[config.mk]
export PLATFORM = sky130hd
export DESIGN_NAME = adc_scan_window_alarm_core
export DESIGN_NICKNAME = d
export VERILOG_FILES = /design/src/rtl/asw_pkg.sv /design/src/rtl/asw_chan_regs.sv /design/src/rtl/asw_scan_ctrl.sv /design/src/rtl/adc_scan_window_alarm_core.sv
export SDC_FILE = /design/constraint.sdc
export NUM_CORES = 1
export LEC_CHECK = 0
export ABC_AREA = 1
export BUFFER_PORTS_ARGS = -buffer_cell sky130_fd_sc_hd__buf_2
export CORE_ASPECT_RATIO = 1.1
export CORE_MARGIN = 1
export CORE_UTILIZATION = 66
export DETAILED_ROUTE_END_ITERATION = 8
export PLACE_DENSITY = 0.88
export SYNTH_ARGS = -nofsm -noshare
export SYNTH_HDL_FRONTEND = slang
export SYNTH_SLANG_ARGS = --single-unit
[constraint.sdc]
create_clock -name clk -period 4.5 [get_ports clk]
set_input_delay 0.9 -clock clk [delete_from_list [all_inputs] [get_ports clk]]
set_output_delay 0.9 -clock clk [all_outputs]
set_load 0.1 [all_outputs]
[src/rtl/asw_pkg.sv]
`default_nettype none
package asw_pkg;

  // Number of scanned channels and derived widths
  localparam int NUM_CHANNELS = 8;
  localparam int IDX_W = 4;
  localparam int CH_W = 3;
  localparam int SEL_W = (NUM_CHANNELS > 1) ? $clog2(NUM_CHANNELS) : 1;

  // Bit fill shift: full scale reads all ones
  localparam int FILL_SHIFT = 10;

  // Threshold sentinels that disable a window check
  localparam logic [15:0] LOW_OFF = 16'hFFFF;
  localparam logic [15:0] HIGH_OFF = 16'h0000;

  // Select register fields
  localparam logic [1:0] REF_INTERNAL = 2'b11;
  localparam logic [1:0] REF_SUPPLY = 2'b01;
  localparam logic LEFT_ADJ = 1'b1;

  // Internal source codes and what they map to on the multiplexer
  localparam logic [3:0] ALT_BANDGAP = 4'd0;
  localparam logic [3:0] ALT_GROUND = 4'd1;
  localparam logic [3:0] ALT_TEMP = 4'd2;
  localparam logic [3:0] SRC_BANDGAP = 4'hE;
  localparam logic [3:0] SRC_GROUND = 4'hF;
  localparam logic [3:0] SRC_TEMP = 4'h8;

  typedef enum logic [1:0] {
    FUNC_TICK = 2'd0,
    FUNC_SETUP = 2'd1,
    FUNC_LIMIT = 2'd2,
    FUNC_CLEAR = 2'd3
  } func_t;

  typedef enum logic [1:0] {
    STEP_SELECT = 2'd0,
    STEP_WAIT = 2'd1,
    STEP_START = 2'd2,
    STEP_DONE = 2'd3
  } step_t;

  typedef struct packed {
    func_t func;
    logic [CH_W-1:0] channel;
    logic conv_done;
    logic [15:0] sample;
    logic use_internal_ref;
    logic alt_source;
    logic [3:0] mux_sel;
    logic alert_enable;
    logic [15:0] lower_limit;
    logic [15:0] upper_limit;
  } item_t;

  typedef struct packed {
    logic mux_write;
    logic [7:0] mux_value;
    logic start_conv;
    logic sample_valid;
    logic [CH_W-1:0] done_channel;
    logic [15:0] reading;
    logic alarm_low;
    logic alarm_high;
    logic [IDX_W-1:0] changed_mark;
  } res_t;

  typedef struct packed {
    logic alert_enable;
    logic use_internal_ref;
    logic alt_source;
    logic [3:0] mux_sel;
  } chan_setup_t;

  typedef struct packed {
    chan_setup_t setup;
    logic alarm_low;
    logic alarm_high;
    logic [15:0] lower;
    logic [15:0] upper;
  } chan_view_t;

  typedef struct packed {
    logic set;
    logic [SEL_W-1:0] idx;
    logic alarm_low;
    logic alarm_high;
  } alarm_upd_t;

endpackage
`default_nettype wire

[src/rtl/asw_chan_regs.sv]
`default_nettype none
module asw_chan_regs import asw_pkg::*; (
  input  wire logic             clk,
  input  wire logic             rst,
  input  wire logic             fire,
  input  wire item_t            item,
  input  wire alarm_upd_t       alarm_upd,
  input  wire logic [SEL_W-1:0] rd_idx,
  output chan_view_t            chan
);

  chan_setup_t       setup [NUM_CHANNELS];
  logic              alm_lo [NUM_CHANNELS];
  logic              alm_hi [NUM_CHANNELS];
  logic [15:0]       lower [NUM_CHANNELS];
  logic [15:0]       upper [NUM_CHANNELS];
  logic              in_range;
  logic [SEL_W-1:0]  wr_idx;

  // Decode the addressed channel of a setup, limit or clear item
  assign in_range = {1'b0, item.channel} < IDX_W'(NUM_CHANNELS);
  assign wr_idx = SEL_W'(item.channel);

  // Read the channel under scan
  always_comb begin
    chan.setup = setup[rd_idx];
    chan.alarm_low = alm_lo[rd_idx];
    chan.alarm_high = alm_hi[rd_idx];
    chan.lower = lower[rd_idx];
    chan.upper = upper[rd_idx];
  end

  // Update setup, limits and sticky alarms
  always_ff @(posedge clk) begin
    if (rst) begin
      for (int i = 0; i < NUM_CHANNELS; i++) begin
        setup[i] <= '0;
        alm_lo[i] <= 1'b0;
        alm_hi[i] <= 1'b0;
        lower[i] <= LOW_OFF;
        upper[i] <= HIGH_OFF;
      end
    end else if (fire) begin
      if (alarm_upd.set) begin
        alm_lo[alarm_upd.idx] <= alarm_upd.alarm_low;
        alm_hi[alarm_upd.idx] <= alarm_upd.alarm_high;
      end
      if (in_range) begin
        case (item.func)
          FUNC_SETUP: begin
            setup[wr_idx].alert_enable <= item.alert_enable;
            setup[wr_idx].use_internal_ref <= item.use_internal_ref;
            setup[wr_idx].alt_source <= item.alt_source;
            setup[wr_idx].mux_sel <= item.mux_sel;
          end
          FUNC_LIMIT: begin
            lower[wr_idx] <= item.lower_limit;
            upper[wr_idx] <= item.upper_limit;
          end
          FUNC_CLEAR: begin
            alm_lo[wr_idx] <= 1'b0;
            alm_hi[wr_idx] <= 1'b0;
          end
          default: begin
          end
        endcase
      end
    end
  end

endmodule
`default_nettype wire

[src/rtl/asw_scan_ctrl.sv]
`default_nettype none
module asw_scan_ctrl import asw_pkg::*; (
  input  wire logic             clk,
  input  wire logic             rst,
  input  wire logic             fire,
  input  wire item_t            item,
  input  wire chan_view_t       chan,
  output logic [SEL_W-1:0]      rd_idx,
  output alarm_upd_t            alarm_upd,
  output res_t                  res
);

  logic [IDX_W-1:0] scan_index;
  logic [IDX_W-1:0] scan_index_next;
  step_t            scan_step;
  step_t            scan_step_next;
  logic [IDX_W-1:0] max_alarmed;
  logic [IDX_W-1:0] max_alarmed_next;
  logic [IDX_W-1:0] published_mark;
  logic [IDX_W-1:0] published_mark_next;

  logic             is_tick;
  logic             wrap;
  logic [IDX_W-1:0] idx_cur;
  logic [IDX_W-1:0] idx_inc;
  logic [IDX_W-1:0] max_cur;
  logic [IDX_W-1:0] pub_cur;
  logic [3:0]       src;
  logic             src_ok;
  logic             skip;
  logic             conv_fire;
  logic             finish;
  logic [15:0]      filled;
  logic             new_low;
  logic             new_high;
  logic             fin_low;
  logic             fin_high;

  // Resolve the wrap and the channel under scan
  always_comb begin
    is_tick = item.func == FUNC_TICK;
    wrap = scan_index >= IDX_W'(NUM_CHANNELS);
    idx_cur = wrap ? '0 : scan_index;
    idx_inc = idx_cur + IDX_W'(1);
    max_cur = wrap ? '0 : max_alarmed;
    pub_cur = wrap ? max_alarmed : published_mark;
    rd_idx = idx_cur[SEL_W-1:0];
  end

  // Decode the source, the sample and the window checks
  always_comb begin
    src = chan.setup.mux_sel;
    src_ok = 1'b1;
    if (chan.setup.alt_source) begin
      case (chan.setup.mux_sel)
        ALT_BANDGAP: src = SRC_BANDGAP;
        ALT_GROUND:  src = SRC_GROUND;
        ALT_TEMP:    src = SRC_TEMP;
        default:     src_ok = 1'b0;
      endcase
    end
    skip = (scan_step == STEP_SELECT) && !src_ok;
    conv_fire = (scan_step == STEP_DONE) && item.conv_done;
    finish = skip || conv_fire;
    filled = item.sample | (item.sample >> FILL_SHIFT);
    new_low = chan.alarm_low
      || (chan.setup.alert_enable && chan.lower != LOW_OFF && filled <= chan.lower);
    new_high = chan.alarm_high
      || (chan.setup.alert_enable && chan.upper != HIGH_OFF && filled >= chan.upper);
    fin_low = conv_fire ? new_low : chan.alarm_low;
    fin_high = conv_fire ? new_high : chan.alarm_high;
  end

  // Next scan state
  always_comb begin
    scan_index_next = scan_index;
    scan_step_next = scan_step;
    max_alarmed_next = max_alarmed;
    published_mark_next = published_mark;
    if (is_tick) begin
      scan_index_next = idx_cur;
      max_alarmed_next = max_cur;
      published_mark_next = pub_cur;
      case (scan_step)
        STEP_SELECT: scan_step_next = STEP_WAIT;
        STEP_WAIT:   scan_step_next = STEP_START;
        STEP_START:  scan_step_next = STEP_DONE;
        default:     scan_step_next = STEP_DONE;
      endcase
      if (finish) begin
        scan_index_next = idx_inc;
        scan_step_next = STEP_SELECT;
        if (fin_low || fin_high) begin
          max_alarmed_next = idx_inc;
        end
      end
    end
  end

  // Result fields and alarm write-back
  always_comb begin
    res = '0;
    res.changed_mark = is_tick ? pub_cur : published_mark;
    alarm_upd.set = is_tick && conv_fire && chan.setup.alert_enable;
    alarm_upd.idx = idx_cur[SEL_W-1:0];
    alarm_upd.alarm_low = new_low;
    alarm_upd.alarm_high = new_high;
    if (is_tick) begin
      if (scan_step == STEP_SELECT && src_ok) begin
        res.mux_write = 1'b1;
        res.mux_value = {chan.setup.use_internal_ref ? REF_INTERNAL : REF_SUPPLY,
                         LEFT_ADJ, 1'b0, src};
      end
      if (scan_step == STEP_START) begin
        res.start_conv = 1'b1;
      end
      if (conv_fire) begin
        res.sample_valid = 1'b1;
        res.reading = filled;
      end
      if (finish) begin
        res.done_channel = CH_W'(idx_cur);
        res.alarm_low = fin_low;
        res.alarm_high = fin_high;
      end
    end
  end

  // Hold scan state; advance it on each accepted tick item
  always_ff @(posedge clk) begin
    if (rst) begin
      scan_index <= '0;
      scan_step <= STEP_SELECT;
      max_alarmed <= '0;
      published_mark <= '0;
    end else if (fire) begin
      scan_index <= scan_index_next;
      scan_step <= scan_step_next;
      max_alarmed <= max_alarmed_next;
      published_mark <= published_mark_next;
    end
  end

endmodule
`default_nettype wire

[src/rtl/adc_scan_window_alarm_core.sv]
// Round-robin converter scanner with a sticky window alarm per channel. Each
// tick item moves the scan one step (select, wait, start, wait for done); other
// items write a channel's setup, its limits, or clear its alarms, and every item
// yields exactly one result. Items enter an input register and leave through a
// result register, so the block accepts one item per clock cycle while the
// output side is ready. A taken item waits in the input register and its
// result in the result register; a single pass of decode and compare logic
// lies between the two registers. Channel state is held in flip-flops and is
// valid right after reset.
`default_nettype none
module adc_scan_window_alarm_core import asw_pkg::*; (
  input  wire logic        clk,
  input  wire logic        rst,
  input  wire logic        in_valid,
  output logic             in_ready,
  input  wire logic [1:0]  func,
  input  wire logic [2:0]  channel,
  input  wire logic        conv_done,
  input  wire logic [15:0] sample,
  input  wire logic        use_internal_ref,
  input  wire logic        alt_source,
  input  wire logic [3:0]  mux_sel,
  input  wire logic        alert_enable,
  input  wire logic [15:0] lower_limit,
  input  wire logic [15:0] upper_limit,
  output logic             out_valid,
  input  wire logic        out_ready,
  output logic             mux_write,
  output logic [7:0]       mux_value,
  output logic             start_conv,
  output logic             sample_valid,
  output logic [2:0]       done_channel,
  output logic [15:0]      reading,
  output logic             alarm_low,
  output logic             alarm_high,
  output logic [3:0]       changed_mark
);

  item_t            item_q;
  logic             item_vld;
  logic             fire;
  res_t             res;
  res_t             res_q;
  logic [SEL_W-1:0] rd_idx;
  chan_view_t       chan;
  alarm_upd_t       alarm_upd;

  // Move the held item into the result register when that slot frees up
  assign fire = item_vld && (!out_valid || out_ready);
  assign in_ready = !item_vld || fire;

  // Capture the input item
  always_ff @(posedge clk) begin
    if (rst) begin
      item_vld <= 1'b0;
    end else if (in_ready) begin
      item_vld <= in_valid;
    end
  end

  always_ff @(posedge clk) begin
    if (in_valid && in_ready) begin
      item_q.func <= func_t'(func);
      item_q.channel <= channel;
      item_q.conv_done <= conv_done;
      item_q.sample <= sample;
      item_q.use_internal_ref <= use_internal_ref;
      item_q.alt_source <= alt_source;
      item_q.mux_sel <= mux_sel;
      item_q.alert_enable <= alert_enable;
      item_q.lower_limit <= lower_limit;
      item_q.upper_limit <= upper_limit;
    end
  end

  asw_scan_ctrl u_scan (
    .clk       (clk),
    .rst       (rst),
    .fire      (fire),
    .item      (item_q),
    .chan      (chan),
    .rd_idx    (rd_idx),
    .alarm_upd (alarm_upd),
    .res       (res)
  );

  asw_chan_regs u_regs (
    .clk       (clk),
    .rst       (rst),
    .fire      (fire),
    .item      (item_q),
    .alarm_upd (alarm_upd),
    .rd_idx    (rd_idx),
    .chan      (chan)
  );

  // Hold the result until it is taken
  always_ff @(posedge clk) begin
    if (rst) begin
      out_valid <= 1'b0;
    end else if (fire) begin
      out_valid <= 1'b1;
    end else if (out_ready) begin
      out_valid <= 1'b0;
    end
  end

  always_ff @(posedge clk) begin
    if (fire) begin
      res_q <= res;
    end
  end

  assign mux_write = res_q.mux_write;
  assign mux_value = res_q.mux_value;
  assign start_conv = res_q.start_conv;
  assign sample_valid = res_q.sample_valid;
  assign done_channel = res_q.done_channel;
  assign reading = res_q.reading;
  assign alarm_low = res_q.alarm_low;
  assign alarm_high = res_q.alarm_high;
  assign changed_mark = res_q.changed_mark;

endmodule
`default_nettype wire

==> key figures <==
Status
  • Status: finished clean

Global route
  • Top Usage Layer GRT: met2
  • Pin count of the biggest net entering global routing: 71
  • GR Util met2: 55.52%
  • Gr usage total: 33.33%
  • Antenna violations before repair: 0
  • GR Util met1: 40.95%
  • Met3 Use GR: 6.528%
  • Total grt overflow: 0
  • Vias in the first global route: 14690
  • First-pass GRT wire length: 77.94 mm

Routing
  • Pre-antenna DRT Iters: 6
  • Via/cell ratio: 6.016
  • Vias after detailed routing: 15060
  • Remaining antenna violation count: 0
  • Per-cell routed wire length: 20.23 um
  • Initial DRC count: 2007
  • Drt drc: 0
  • Final wirelength: 50.66 mm

Place
  • DPL Wire Length: 31.07 mm
  • I/O Buffers: 101
  • Final Wtd Congestion: 0.9167
  • Post-Place Cells: 2425
  • Post-Place Cell Area: 0.02079 mm^2

Clocking
  • Number of CTS-inserted buffers: 44
  • Clock slew at reported path FFs: 60 ps
  • CTS tree: built
  • Clock Tree Buf Depth: 3
  • CTS Sinks: 439
  • Clk Latency, worst-skew pair: 550 ps
  • Hold buffers post-CTS: 0
  • Clk root buf: clkbuf_16
  • Post-CTS setup buffers: 0
  • H-tree depth: 2
  • Post-cts gate resize count: 0

STA
  • Final-report setup violation count: 0
  • Tmin final: 3745 ps
  • Worst clock skew: 18.83 ps
  • Final setup TNS: 0 ps
  • Final Cycle Share: 83.23%
  • Max Fclk: 0.2670 GHz
  • Unrepaired setup endpoints after global routing: false
  • Slew margin rel.: 18.07%
  • Final hold violation count: 0
  • Count of pins over their slew limit: 0
  • Slew @ Worst Pin: 1228 ps

Power and ir drop
  • Pwr/cell area: 406.8 mW/mm^2
  • LEAKAGE: 8.920 nW
  • Maximum VDD drop: 0.3430 mV

Worst hold path
  • HP Class: flop to flop

Synth
  • Synth warn: 0
  • Async S/R FF share, synth: 0%
  • Synth area leader: edfxtp_1
  • EDFF count, synth: 423
  • Synth top area share: 63.82%
  • Synth Cell Area: 0.01990 mm^2
  • Register bit count reported by yosys: 439
  • Register area share after synthesis: 65.43%
  • Top-count cell post-synth: nand2_1
  • Synth top cells by count: nand2_1 (533), edfxtp_1 (423), nor2_1 (362), inv_1 (194), nand3_1 (145)
  • Synth area leaders: edfxtp_1 (64%), nand2_1 (10%), nor2_1 (6.8%)
  • Syn Nets: 2100
  • Top_reg_cell synth: edfxtp_1
  • Yosys cell types: 36
  • Cells after synthesis: 2002
  • Synth Area per Inst: 9.942 um^2

Layout
  • Nets: 2195
  • Layout cell share with drive strength beyond 1: 10.05%
  • Final Cell Area: 0.02207 mm^2
  • Area growth syn-to-layout: 10.88%
  • N_diodes: 0
  • Fin cells: 2504

Setup path
  • Required time worst endpoint: 4930 ps
  • Crit-path max FO: 47
  • CP max stage cell: buf_4
  • CP Cell Sequence: inv_4, nand2_4, buf_4, o21ai_0, o211ai_1, nand2_1, ha_1, a21oi_1, nand3b_1, a21oi_1, nor2_1, nand2_1, a21oi_1, nand2_1, nand2_1, nand2_1, nand2_1, nand2_2, inv_1, nor2_1, nor2_1, nor2_1
  • Most used cell, CP: nand2_1
  • CP Capture Type: flop
  • CP Class: flop to flop
  • Arr. time, crit path: 4170 ps
  • CP max stage delay: 470 ps
  • CP startpoint kind: flop

Die
  • Die Ht: 184.1 um
  • Die Width: 167.6 um
  • Area of the core: 0.02965 mm^2
  • Initial Util: 67.14%
  • Die area: 0.03086 mm^2
  • FP Rows: 66
  • IO Pins: 103

Flow run
  • Max_cap viols: 0
[sequential cells by signal (all words and copies together), names as in the netlist, 2 cells and up]
| name | cells |
|---|---|
| u_regs.lower | 128 |
| u_regs.upper | 128 |
| item_q | 61 |
| u_regs.setup | 56 |
| reading | 16 |
| u_regs.alm_hi | 8 |
| u_regs.alm_lo | 8 |
| mux_value | 7 |
| changed_mark | 4 |
| u_scan.max_alarmed | 4 |
| u_scan.published_mark | 4 |
| u_scan.scan_index | 4 |
| done_channel | 3 |
| u_scan.scan_step | 2 |
[path summary, 6_finish.rpt]
kind,from,slack [ps],depth (start not counted),endpoint
worst max register to register,u_scan.scan_index[3]$_SDFFE_PP0P_,750,22,u_scan.max_alarmed[1]$_SDFFE_PP0P_
worst max-delay path,u_scan.scan_index[3]$_SDFFE_PP0P_,750,22,u_scan.max_alarmed[1]$_SDFFE_PP0P_
worst min-delay path,u_scan.max_alarmed[3]$_SDFFE_PP0P_,500,2,u_scan.max_alarmed[3]$_SDFFE_PP0P_
worst min register to register,u_scan.max_alarmed[3]$_SDFFE_PP0P_,500,2,u_scan.max_alarmed[3]$_SDFFE_PP0P_
[cells by family (layout without fill, tap and decap cells)]
kind of cell | count (synthesis) | count (layout) | synth area share, %
mux | 1 | 1 | 0.05029
other cells | 1 | 1 | 0.01884
compound gates | 157 | 157 | 4.501
fa+ha+maj | 33 | 33 | 2.074
buf+inv | 288 | 416 | 6.035
simple gates | 1082 | 1082 | 21.85
xor+xnor | 1 | 1 | 0.04401
flops | 439 | 439 | 65.43
[report_power, final]
part | switching, W | total (W) | internal [W]
Clock | 0.00147 | 0.00334 | 0.00187
Sequential | 0.0000545 | 0.00465 | 0.00460
Combinational | 0.000734 | 0.000982 | 0.000248
Total | 0.00226 | 0.00898 | 0.00672
[placed cells by master (no fill, tap or decap), types with 2 or more instances in the layout]
cell type | synthesis | final
nand2_1 | 533 | 533
edfxtp_1 | 423 | 423
nor2_1 | 362 | 362
inv_1 | 194 | 193
nand3_1 | 145 | 145
buf_2 | 37 | 101
o21ai_0 | 58 | 58
a21oi_1 | 55 | 55
clkbuf_16 | 0 | 44
ha_1 | 33 | 33
o211ai_1 | 27 | 27
buf_4 | 13 | 25
clkbuf_1 | 30 | 19
nor3_1 | 16 | 16
dfxtp_1 | 16 | 15
clkinv_1 | 3 | 13
or2_2 | 13 | 13
buf_12 | 0 | 8
o21ai_1 | 7 | 7
inv_2 | 5 | 6
nand4_1 | 4 | 4
o22ai_1 | 3 | 3
clkinv_2 | 0 | 3
nand2_4 | 2 | 2
nand2_2 | 2 | 2
nor2_4 | 2 | 2
o31ai_1 | 2 | 2
a31oi_2 | 2 | 2
o221ai_1 | 2 | 2
[through the flow]
stage                     power (W)  hold slack, ps  util [%]  worst slack (ps)
after detailed placement   0.005685           486.2     70.13             964.6
final                      0.008978           498.2     74.45             754.7
after global placement     0.005633           485.1     70.13              1092
after CTS                  0.008964           495.7     74.45             876.9
after floorplan            0.005398           458.8         -             948.5
after global routing       0.009233           510.9     74.45             532.3
[per-layer routing]
layer / part of all wire (%) / up-vias
met5: 0 / -
met2: 49 / 1042
met4: 5.2 / 0
met1: 35 / 7037
met3: 11 / 190
li1: - / 6795
[critical path: cells and delay by family (launching register included)]
family	cells	cell delay (ps)
AND/OR/NAND/NOR	13	1350
AO/OA/AOI/OAI	5	830
buffers and inverters	3	740
flip-flops	1	460
adder cells (fa/ha/maj)	1	220
[area by class of cell]
cell class              instances  area [um^2]
inverters                     203        764.5
multi-input cells            1275         5680
well taps                     374        467.9
fillers                      1875         7576
clock buffers                  63         1172
flip-flops and latches        439        13020
clock inverters                16        107.6
repair buffers                134        853.3
Note: power is estimated with default switching activity, not from simulation.
